--- src/hdl/bgs_pkg.sv ---
// types, constants and helper functions of the burgers step unit
package bgs_pkg;

  localparam int CELL_W = 16;
  localparam int FLUX_W = 31;
  localparam int TIME_W = 32;
  localparam int DVD_W  = 64;
  localparam int DVS_W  = 40;

  // operation codes of an input transaction
  localparam logic [1:0] OP_WRITE = 2'd0;
  localparam logic [1:0] OP_STEP  = 2'd1;
  localparam logic [1:0] OP_READ  = 2'd2;
  localparam logic [1:0] OP_CLEAR = 2'd3;

  // configuration register indexes
  localparam logic [1:0] REG_CELL_COUNT = 2'd0;
  localparam logic [1:0] REG_COURANT    = 2'd1;
  localparam logic [1:0] REG_CELL_WIDTH = 2'd2;
  localparam logic [1:0] REG_END_TIME   = 2'd3;

  typedef enum logic [18:0] {
    S_IDLE   = 19'b0000000000000000001,
    S_RDW    = 19'b0000000000000000010,
    S_PK_A   = 19'b0000000000000000100,
    S_PK_B   = 19'b0000000000000001000,
    S_DT_MUL = 19'b0000000000000010000,
    S_DT_ST  = 19'b0000000000000100000,
    S_DT_DIV = 19'b0000000000001000000,
    S_DT_FIX = 19'b0000000000010000000,
    S_DT_ADV = 19'b0000000000100000000,
    S_FX_A   = 19'b0000000001000000000,
    S_FX_B   = 19'b0000000010000000000,
    S_FX_W   = 19'b0000000100000000000,
    S_UP_A   = 19'b0000001000000000000,
    S_UP_B   = 19'b0000010000000000000,
    S_UP_MUL = 19'b0000100000000000000,
    S_UP_ST  = 19'b0001000000000000000,
    S_UP_DIV = 19'b0010000000000000000,
    S_UP_WR  = 19'b0100000000000000000,
    S_DONE   = 19'b1000000000000000000
  } state_t;

  // divider handshake
  typedef struct packed {
    logic start;
    logic done;
  } div_ctl_t;

  // squared godunov state at one interface, exact riemann solution
  function automatic logic [FLUX_W-1:0] star_sq(logic signed [CELL_W-1:0] ul,
                                                logic signed [CELL_W-1:0] ur);
    logic signed [CELL_W:0]   sum;
    logic signed [CELL_W-1:0] s;
    logic signed [2*CELL_W-1:0] sq;
    sum = (CELL_W+1)'(ul) + (CELL_W+1)'(ur);
    if (ul > ur) begin
      s = (sum >= 0) ? ul : ur;
    end else if (ul >= 0) begin
      s = ul;
    end else if (ur <= 0) begin
      s = ur;
    end else begin
      s = '0;
    end
    sq = s * s;
    return sq[FLUX_W-1:0];
  endfunction

endpackage

--- src/hdl/bgs_div.sv ---
// restoring serial divider, one quotient bit per cycle
module bgs_div (
  input  logic                         clk,
  input  logic                         rst,
  input  bgs_pkg::div_ctl_t            ctl_in,
  output bgs_pkg::div_ctl_t            ctl_out,
  input  logic [bgs_pkg::DVD_W-1:0]    dividend,
  input  logic [bgs_pkg::DVS_W-1:0]    divisor,
  output logic [bgs_pkg::DVD_W-1:0]    quotient
);
  import bgs_pkg::*;

  logic [DVS_W-1:0] rem;
  logic [DVS_W-1:0] dvs;
  logic [6:0]       steps;
  logic             busy;
  logic             done;
  logic [DVS_W:0]   shifted;
  logic             fits;

  // trial subtract of the shifted partial remainder
  assign shifted = {rem, quotient[DVD_W-1]};
  assign fits    = shifted >= {1'b0, dvs};

  always_ff @(posedge clk) begin
    if (rst) begin
      busy  <= 1'b0;
      done  <= 1'b0;
      steps <= '0;
    end else begin
      done <= 1'b0;
      if (ctl_in.start) begin
        busy  <= 1'b1;
        steps <= 7'(DVD_W);
      end else if (busy) begin
        steps <= steps - 7'd1;
        if (steps == 7'd1) begin
          busy <= 1'b0;
          done <= 1'b1;
        end
      end
    end
  end

  // quotient shares the dividend register
  always_ff @(posedge clk) begin
    if (ctl_in.start) begin
      quotient <= dividend;
      rem      <= '0;
      dvs      <= divisor;
    end else if (busy) begin
      quotient <= {quotient[DVD_W-2:0], fits};
      rem      <= fits ? DVS_W'(shifted - {1'b0, dvs}) : shifted[DVS_W-1:0];
    end
  end

  always_comb begin
    ctl_out       = '0;
    ctl_out.start = busy;
    ctl_out.done  = done;
  end
endmodule

--- config.mk ---
export PLATFORM = sky130hd
export DESIGN_NAME = bgs_div
export DESIGN_NICKNAME = d
export VERILOG_FILES = /design/src/hdl/bgs_pkg.sv /design/src/hdl/bgs_div.sv
export SDC_FILE = /design/constraint.sdc
export NUM_CORES = 1
export LEC_CHECK = 0
export ABC_AREA = 1
export BUFFER_PORTS_ARGS = -buffer_cell sky130_fd_sc_hd__clkbuf_2
export CAP_MARGIN = 20
export CORE_MARGIN = 10
export CORE_UTILIZATION = 30
export DETAILED_ROUTE_END_ITERATION = 8
export GPL_TIMING_DRIVEN = 0
export PLACE_DENSITY = 0.51
export SKIP_LAST_GASP = 1
export SLEW_MARGIN = 10
export SYNTH_ARGS = -nofsm -noshare
export SYNTH_HDL_FRONTEND = slang
export SYNTH_SLANG_ARGS = --single-unit
--- constraint.sdc ---
create_clock -name clk -period 9.75 [get_ports clk]
set_input_delay 1.4625 -clock clk [delete_from_list [all_inputs] [get_ports clk]]
set_output_delay 1.4625 -clock clk [all_outputs]
set_load 0.01 [all_outputs]
==> out/metrics.yaml, run 1 <==
status: "finished, final reports clean"
multi_input_area_mm2: 0.00444
hold_viol: 0
async_reset_ff_share_pct: 0
rsz0062_at_grt: "false"
fin_crit_ns: 3.66
ctsResizeCount: 0
power_switching_w: 0.000463
maxSlewHeadroom_pct: 47.3
comb_power_share_pct: 13.1
grt_pass1_wl_um: 48100
cts-root-buf: "clkbuf_16"
final_layout_size_suffix_gt1_share_pct: 16.1
worst-endpoint-arrival_ns: 3.85
clk_pin_slew_ns: 0.07
die_y_um: 199
regArea_mm2: 0.00410
netlist_area_mm2: 0.00958
max_cap_viol_count: 0
ys_seq_area_share_pct: 42.8
core_area_mm2: 0.0316
power_frac_seq_pct: 46.3
ys.flop_type: "edfxtp_1"
htree_levels: 4
max_stage_delay_ns: 0.75
switching_share_pct: 27.8
cts_tree: "yes"
dp.cells: 1928
rows: 65
end_kind: "register"
avgSynthCellArea_um2: 7.09
syn_inst: 1352
worst_hold_slack_ns: 0.466
worstPathCellList: "clkbuf_2 > nor2_1 > inv_1 > clkbuf_4 > buf_12"
power_density_mw_per_mm2: 144
p_int_w: 0.00120
overflow: 0
max_freq_ghz: 0.274
slowest_stage: "nor2_1"
routabilityCongestion: 0.947
critPathLaunchType: "primary input"
areaGrowthSynthToFinish_pct: 21.0
synth.distinct_cells: 39
final_cell_count_no_fill: 1960
synth_fp_nets: 1503
cts_made_buffers: 17
worstPathRequired_ns: 9.95
setup_tns_ns: 0
max-clock-path-buffers: 2
final-setup-viol-count: 0
nets: 1696
dr.pass1.iters: 5
port_buffers: 172
drc: 0
wire_per_inst_um: 15.4
hold_buffers: 0
vdd_drop_max_uv: 126
timing_worst_slew_pin_value_ns: 0.787
final_antenna_net_count: 0
grt_max_degree: 43
io_pins: 174
initialDrtViolationCount: 525
grt_pass1_vias: 8887
cts.sinks: 153
slew_violations: 0
synth_seq_cells: 153
crit_type: "in -> reg"
cts_setup_buffers: 0
synth_edf_count: 104
vias: 8696
dieArea_mm2: 0.0395
start_util_pct: 30.4
antennaDiodeCount: 0
hold_path.class: "reg -> reg"
drt-total-wl_um: 30200
ys_warn_count: 0
clk_latency_ns: 0.46
leakage_nw: 6.13
clkPwrFrac_pct: 40.6
grt_use_total_pct: 15.8
antenna_found_initial: 1
die_w_um: 199
viasPerCell: 4.44
period_share_pct: 37.5
crit_path_max_fanout: 42
totalPowerFinal_w: 0.00167
dpl.hpwl_um: 24500
nFillCells: 3471
fin_skew_ns: 0.0185
-- final cells by class --
class,instances,share of cell area (%)
plain buffers,35,1.72
clock buffers,20,4.32
clock inverters,12,0.810
inverters,225,7.29
multi-input cells,939,38.3
flip-flops and latches,153,35.4
well taps,402,4.34
repair buffers,174,7.84
-- logic make-up after synthesis --
logic type	Yosys count	synth area share (%)
compound gates	65	3.72
xor+xnor	25	2.29
fa+ha+maj	43	5.69
buf+inv	260	10.9
flops	153	42.8
simple gates	806	34.6
-- final timing paths --
path                 from      endpoint  slack, ns  cells past startpoint
min reg2reg       rem[28]       rem[28]       0.47                      2
min               rem[28]       rem[28]       0.47                      2
max reg2reg  quotient[63]       rem[32]       7.11                     15
max             ctl_in[1]  quotient[55]       6.09                      5
-- power groups by stage --
stage	combinational, W	clock (W)	sequential, W
2_1_floorplan	0.000110	0	0.000794
3_3_place_gp	0.000218	0	0.000787
3_5_place_dp	0.000223	0	0.000785
4_1_cts	0.000223	0.000699	0.000772
5_1_grt	0.000248	0.000725	0.000777
6_report	0.000218	0.000676	0.000772
-- cells in the mapped netlist (2+ instances only) --
cell type,count,share of area (%)
buf_6,6,0.71
a31oi_1,2,0.13
clkinv_1,6,0.24
nor2_1,77,3.0
buf_2,9,0.47
nor2_4,3,0.35
o21ai_1,19,0.99
nand3_2,2,0.21
buf_4,2,0.16
and2_1,2,0.13
o21bai_1,2,0.16
nand2_1,584,23
dfxtp_1,49,10
nand3b_1,20,1.6
xor2_1,4,0.37
nand2_2,5,0.33
nor3_1,6,0.31
nand4_1,4,0.26
nand3_1,94,4.9
inv_1,213,8.3
buf_1,7,0.27
nor2_2,6,0.39
a21o_1,2,0.16
a21oi_1,27,1.4
o21ai_0,8,0.42
edfxtp_1,104,33
clkbuf_1,11,0.43
ha_1,42,5.5
inv_2,6,0.24
xnor2_1,21,1.9
-- critical path, delay by kind of cell --
family | cells | cell delay, ns
buffers and inverters | 4 | 1.58
and+or+nand+nor | 1 | 0.75
-- stage by stage --
stage / setup slack, ns / instance area (µm²) / utilization [%]
after detailed placement: 5.55 / 11000 / 34.8
after floorplan: 5.60 / 9580 / -
after global placement: 2.86 / 10900 / 34.7
after CTS: 6.06 / 11600 / 36.7
after global routing: 5.89 / 11600 / 36.7
final: 6.09 / 11600 / 36.7
-- placed cells by master, fill, tap and decap left out, drive strengths merged, types with 4 or more instances in the layout --
master  Yosys  routed
xor2        4       4
xnor2      21      21
nand3      96      96
inv       219     226
nand2     590     590
nor3        6       6
nor2       86      86
clkinv      6      10
a21oi      28      28
clkbuf     11     203
edfxtp    104     104
o21ai      27      27
nand3b     20      20
nand4       4       4
ha         42      42
dfxtp      49      49
buf        24      26
-- state kept, by name, summed over array words and instances (netlist names) --
register,count
rem,40
steps,7
quotient,64
dvs,40
done,1
busy,1
-- layer usage --
layer	global-route usage (%)	vias to the layer above	part of all wire, %	wire length [µm]
li1	-	4557	-	-
met1	18.8	3863	44	13200
met2	25.4	251	45	13600
met3	6.73	23	9.6	2910
met4	4.72	2	1.4	428
met5	0	-	0.043	13
No activity file was read; power rests on OpenSTA's default activity.
==> inputs of run 2 (changes only) <==
Settings changed: ABC_AREA 1 to 0, PLACE_DENSITY 0.51 to 0.52.
Clock period 9.75 ns to 3.8 ns, I/O delays scaled along.
==> run 2 against run 1 <==
Register-to-register slack got worse by 6.8 ns. Count of clock-buffer cells in the layout fell by 2. Final area fell by 9.8%. Sequential power rose to 2.7 times the previous value. Worst setup slack got worse by 5.8 ns. Non-clock buffer count rose by 9. Total power rose to 3.1 times the previous value. Hold slack got worse by 0.16 ns. First-iteration DRC count fell by 28%. Sequential cell count did not move. Critical endpoint is now rem[34]. Highest routed layer is now met4.
==> out/metrics.yaml, run 2 <==
final_common_cell: "clkbuf_2"  # was nand2_1
fin_skew_ns: 0.0125  # was 0.0185 ns
final_layout_size_suffix_gt1_share_pct: 29.5  # was 16.1%
nets: 1147  # was 1696
initialDrtViolationCount: 376  # was 525
worst-endpoint-arrival_ns: 3.87  # was 3.85 ns
min_path_cells: 1  # was 2
slew_violations: 0  # unchanged
avgSynthCellArea_um2: 10.5  # was 7.09 µm²
vdd_drop_max_uv: 288  # was 126 µV
max_stage_delay_ns: 0.44  # was 0.75 ns
maxSlewHeadroom_pct: 52.4  # was 47.3%
core_area_mm2: 0.0278  # was 0.0316 mm²
cts_setup_buffers: 0  # unchanged
setup_tns_ns: 0  # unchanged
ys_seq_area_share_pct: 48.5  # was 42.8%
critPathLaunch: "quotient[63]"  # was ctl_in[1]
hold_viol: 0  # unchanged
clk_pin_slew_ns: 0.07  # about the same
r2r-start: "quotient[63]"  # unchanged
cts_made_buffers: 17  # unchanged
wire_per_inst_um: 18.0  # was 15.4 µm
antenna_found_initial: 1  # unchanged
die_w_um: 188  # was 199 µm
dpl_cell_area_mm2: 0.00984  # was 0.0110 mm²
grt_max_degree: 43  # unchanged
cts_tree: "yes"  # unchanged
worstHoldStart: "divisor[35]"  # was rem[28]
synth_edf_count: 104  # unchanged
synthTopCellsByCount: "104 x edfxtp_1, 87 x nor2_1, 69 x a21oi_1"  # was 584 x nand2_1, 213 x inv_1, 104 x edfxtp_1
io_pins: 174  # unchanged
dieArea_mm2: 0.0353  # was 0.0395 mm²
synth.distinct_cells: 62  # was 39
worstPathCellList: "inv_1 > ha_1 > fa_1 > nand2b_1 > a21oi_1 > o21ai_0 > a2111oi_2 > nor2_1 > a21oi_2 > nand3_1 > a221o_1 > a311oi_1"  # was clkbuf_2 > nor2_1 > inv_1 > clkbuf_4 > buf_12
rrSetupSlack_ns: 0.27  # was 7.11 ns
dr.pass1.iters: 5  # unchanged
hold_path.class: "in -> reg"  # was reg -> reg
timing_worst_slew_pin_value_ns: 0.714  # was 0.787 ns
overflow: 0  # unchanged
nFillCells: 2879  # was 3471
cts.sinks: 153  # unchanged
r2r_end: "rem[34]"  # was rem[32]
synth_top_area_share_pct: 36.9  # was 32.6%
viasPerCell: 4.82  # was 4.44
largest_register_ffs: 64  # unchanged
crit_path_max_fanout: 6  # was 42
dpl.hpwl_um: 19200  # was 24500 µm
routabilityCongestion: 0.822  # was 0.947
drt-total-wl_um: 24900  # was 30200 µm
synth_top_area_cell: "edfxtp_1"  # unchanged
utilization_pct: 37.6  # was 36.7%
max_cap_viol_count: 0  # unchanged
start_util_pct: 30.4  # about the same
htree_levels: 4  # unchanged
leakage_nw: 4.47  # was 6.13 nW
max-clock-path-buffers: 2  # unchanged
grt_pass1_wl_um: 40100  # was 48100 µm
rsz0062_at_grt: "false"  # unchanged
synth_seq_cells: 153  # unchanged
mostFrequentLayoutCells: "175 x clkbuf_2, 104 x edfxtp_1, 87 x nor2_1"  # was 584 x nand2_1, 213 x inv_1, 172 x clkbuf_2
async_reset_ff_share_pct: 0  # unchanged
grt_pass1_vias: 7111  # was 8887
netlist_area_mm2: 0.00845  # was 0.00958 mm²
fin_area_mm2: 0.0105  # was 0.0116 mm²
final-setup-viol-count: 0  # unchanged
syn_inst: 803  # was 1352
areaGrowthSynthToFinish_pct: 23.7  # was 21.0%
reg.largest.list: "quotient x64, dvs x40, rem x40"  # unchanged
grt_use_total_pct: 14.2  # was 15.8%
min_to: "dvs[35]"  # was rem[28]
vias: 6681  # was 8696
ys.flop_type: "edfxtp_1"  # unchanged
critPathLaunchType: "register"  # was primary input
status: "finished, final reports clean"  # unchanged
hold_buffers: 0  # unchanged
yosysMostFrequentCell: "edfxtp_1"  # was nand2_1
synth_fp_nets: 954  # was 1503
antennaDiodeCount: 0  # unchanged
period_share_pct: 92.8
final_antenna_net_count: 0  # unchanged
regMostFlops: "quotient"  # unchanged
cts-root-buf: "clkbuf_16"  # unchanged
rows: 61  # was 65
max_freq_ghz: 0.283
die_y_um: 188  # was 199 µm
slowest_stage: "edfxtp_1"  # was nor2_1
clk_latency_ns: 0.44  # was 0.46 ns
ys_warn_count: 0  # unchanged
fin_crit_ns: 3.53
r2r_cells: 12  # was 15
synthTopCellsByArea: "edfxtp_1 37%, dfxtp_1 12%, mux2_2 8.7%"  # was edfxtp_1 33%, nand2_1 23%, dfxtp_1 10%
drc: 0  # unchanged
end_kind: "register"  # unchanged
port_buffers: 172  # unchanged
power_density_mw_per_mm2: 486  # was 144 mW/mm²
crit_type: "reg -> reg"  # was in -> reg
worstPathRequired_ns: 4.14  # was 9.95 ns
[run 2: cell count changes in the layout (fill, tap and decap cells not counted), moves of 13 or more]
cell	before	now
inv_1	213	52
nand3b_1	20	4
nand3_1	94	12
mux2_2	0	65
xor2_1	4	20
mux2i_1	0	13
nand2_1	584	39
clkbuf_1	10	30
a21oi_1	27	69
a211oi_1	1	37
o21ai_1	19	4
a21o_1	2	20
o21ai_0	8	23
[run 2: critical path: cells and delay by family (launching register included)]
| kind | cells | cell delay [ns] |
|---|---|---|
| compound gates | 6 | 1.89 |
| fa+ha+maj | 2 | 0.63 |
| buf+inv | 1 | 0.07 |
| flops | 1 | 0.44 |
| simple gates | 3 | 0.40 |
[run 2: kinds of logic after synthesis]
| family | Yosys count | share of synthesized area [%] |
|---|---|---|
| compound gates | 200 | 15.4 |
| xor+xnor | 39 | 4.04 |
| fa+ha+maj | 43 | 6.45 |
| buf+inv | 96 | 4.75 |
| flops | 153 | 48.5 |
| mux | 78 | 10.2 |
| simple gates | 194 | 10.6 |
[run 2: worst max path at each step]
stage | end | slack (ns) | cells after the start
floorplan | rem[34] | 0.87 | 12
global placement | quotient[50] | -0.62 | 4
detailed placement | rem[34] | 0.20 | 12
CTS | rem[34] | 0.16 | 12
global route | rem[39] | 0.02 | 13
finish | rem[34] | 0.27 | 12
[run 2: per-layer routing]
metal | routed length, µm | vias up | GRT usage (%) | part of all wire [%]
met3 | 2450 | 10 | 6.70 | 9.8
met4 | 222 | 0 | 3.72 | 0.89
met1 | 11300 | 3166 | 17.7 | 45
met2 | 10900 | 191 | 21.7 | 44
li1 | - | 3314 | - | -
met5 | 0 | - | 0 | 0
[run 2: timing repair]
action,CTS,global route
gates resized for setup,0,1
endpoints found under the hold margin,0,0
endpoints found under the setup margin,0,3
[run 2: area by class of cell]
class | count | area (µm²) | share of cell area [%]
clock buffer | 18 | 429 | 4.10
buffer | 44 | 206 | 1.97
inverter | 52 | 195 | 1.87
timing repair buffer | 174 | 908 | 8.69
multi-input combinational | 554 | 3960 | 37.8
tap | 378 | 473 | 4.52
sequential | 153 | 4100 | 39.2
clock inverter | 14 | 186 | 1.78
[run 2: through the flow]
stage	setup WS, ns	hold slack, ns	instances	power [W]
after floorplan	0.871	0.459	803	0.00289
after global placement	-0.618	0.485	1353	0.00328
after detailed placement	0.204	0.487	1355	0.00329
after CTS	0.163	0.286	1387	0.00514
after global routing	0.0161	0.287	1387	0.00537
final	0.272	0.307	1387	0.00508
[run 2: report_power, final]
part	total [W]	switching (W)	internal (W)
combinational	0.00119	0.000694	0.000501
sequential	0.00206	0.0000968	0.00196
clock	0.00183	0.000777	0.00105
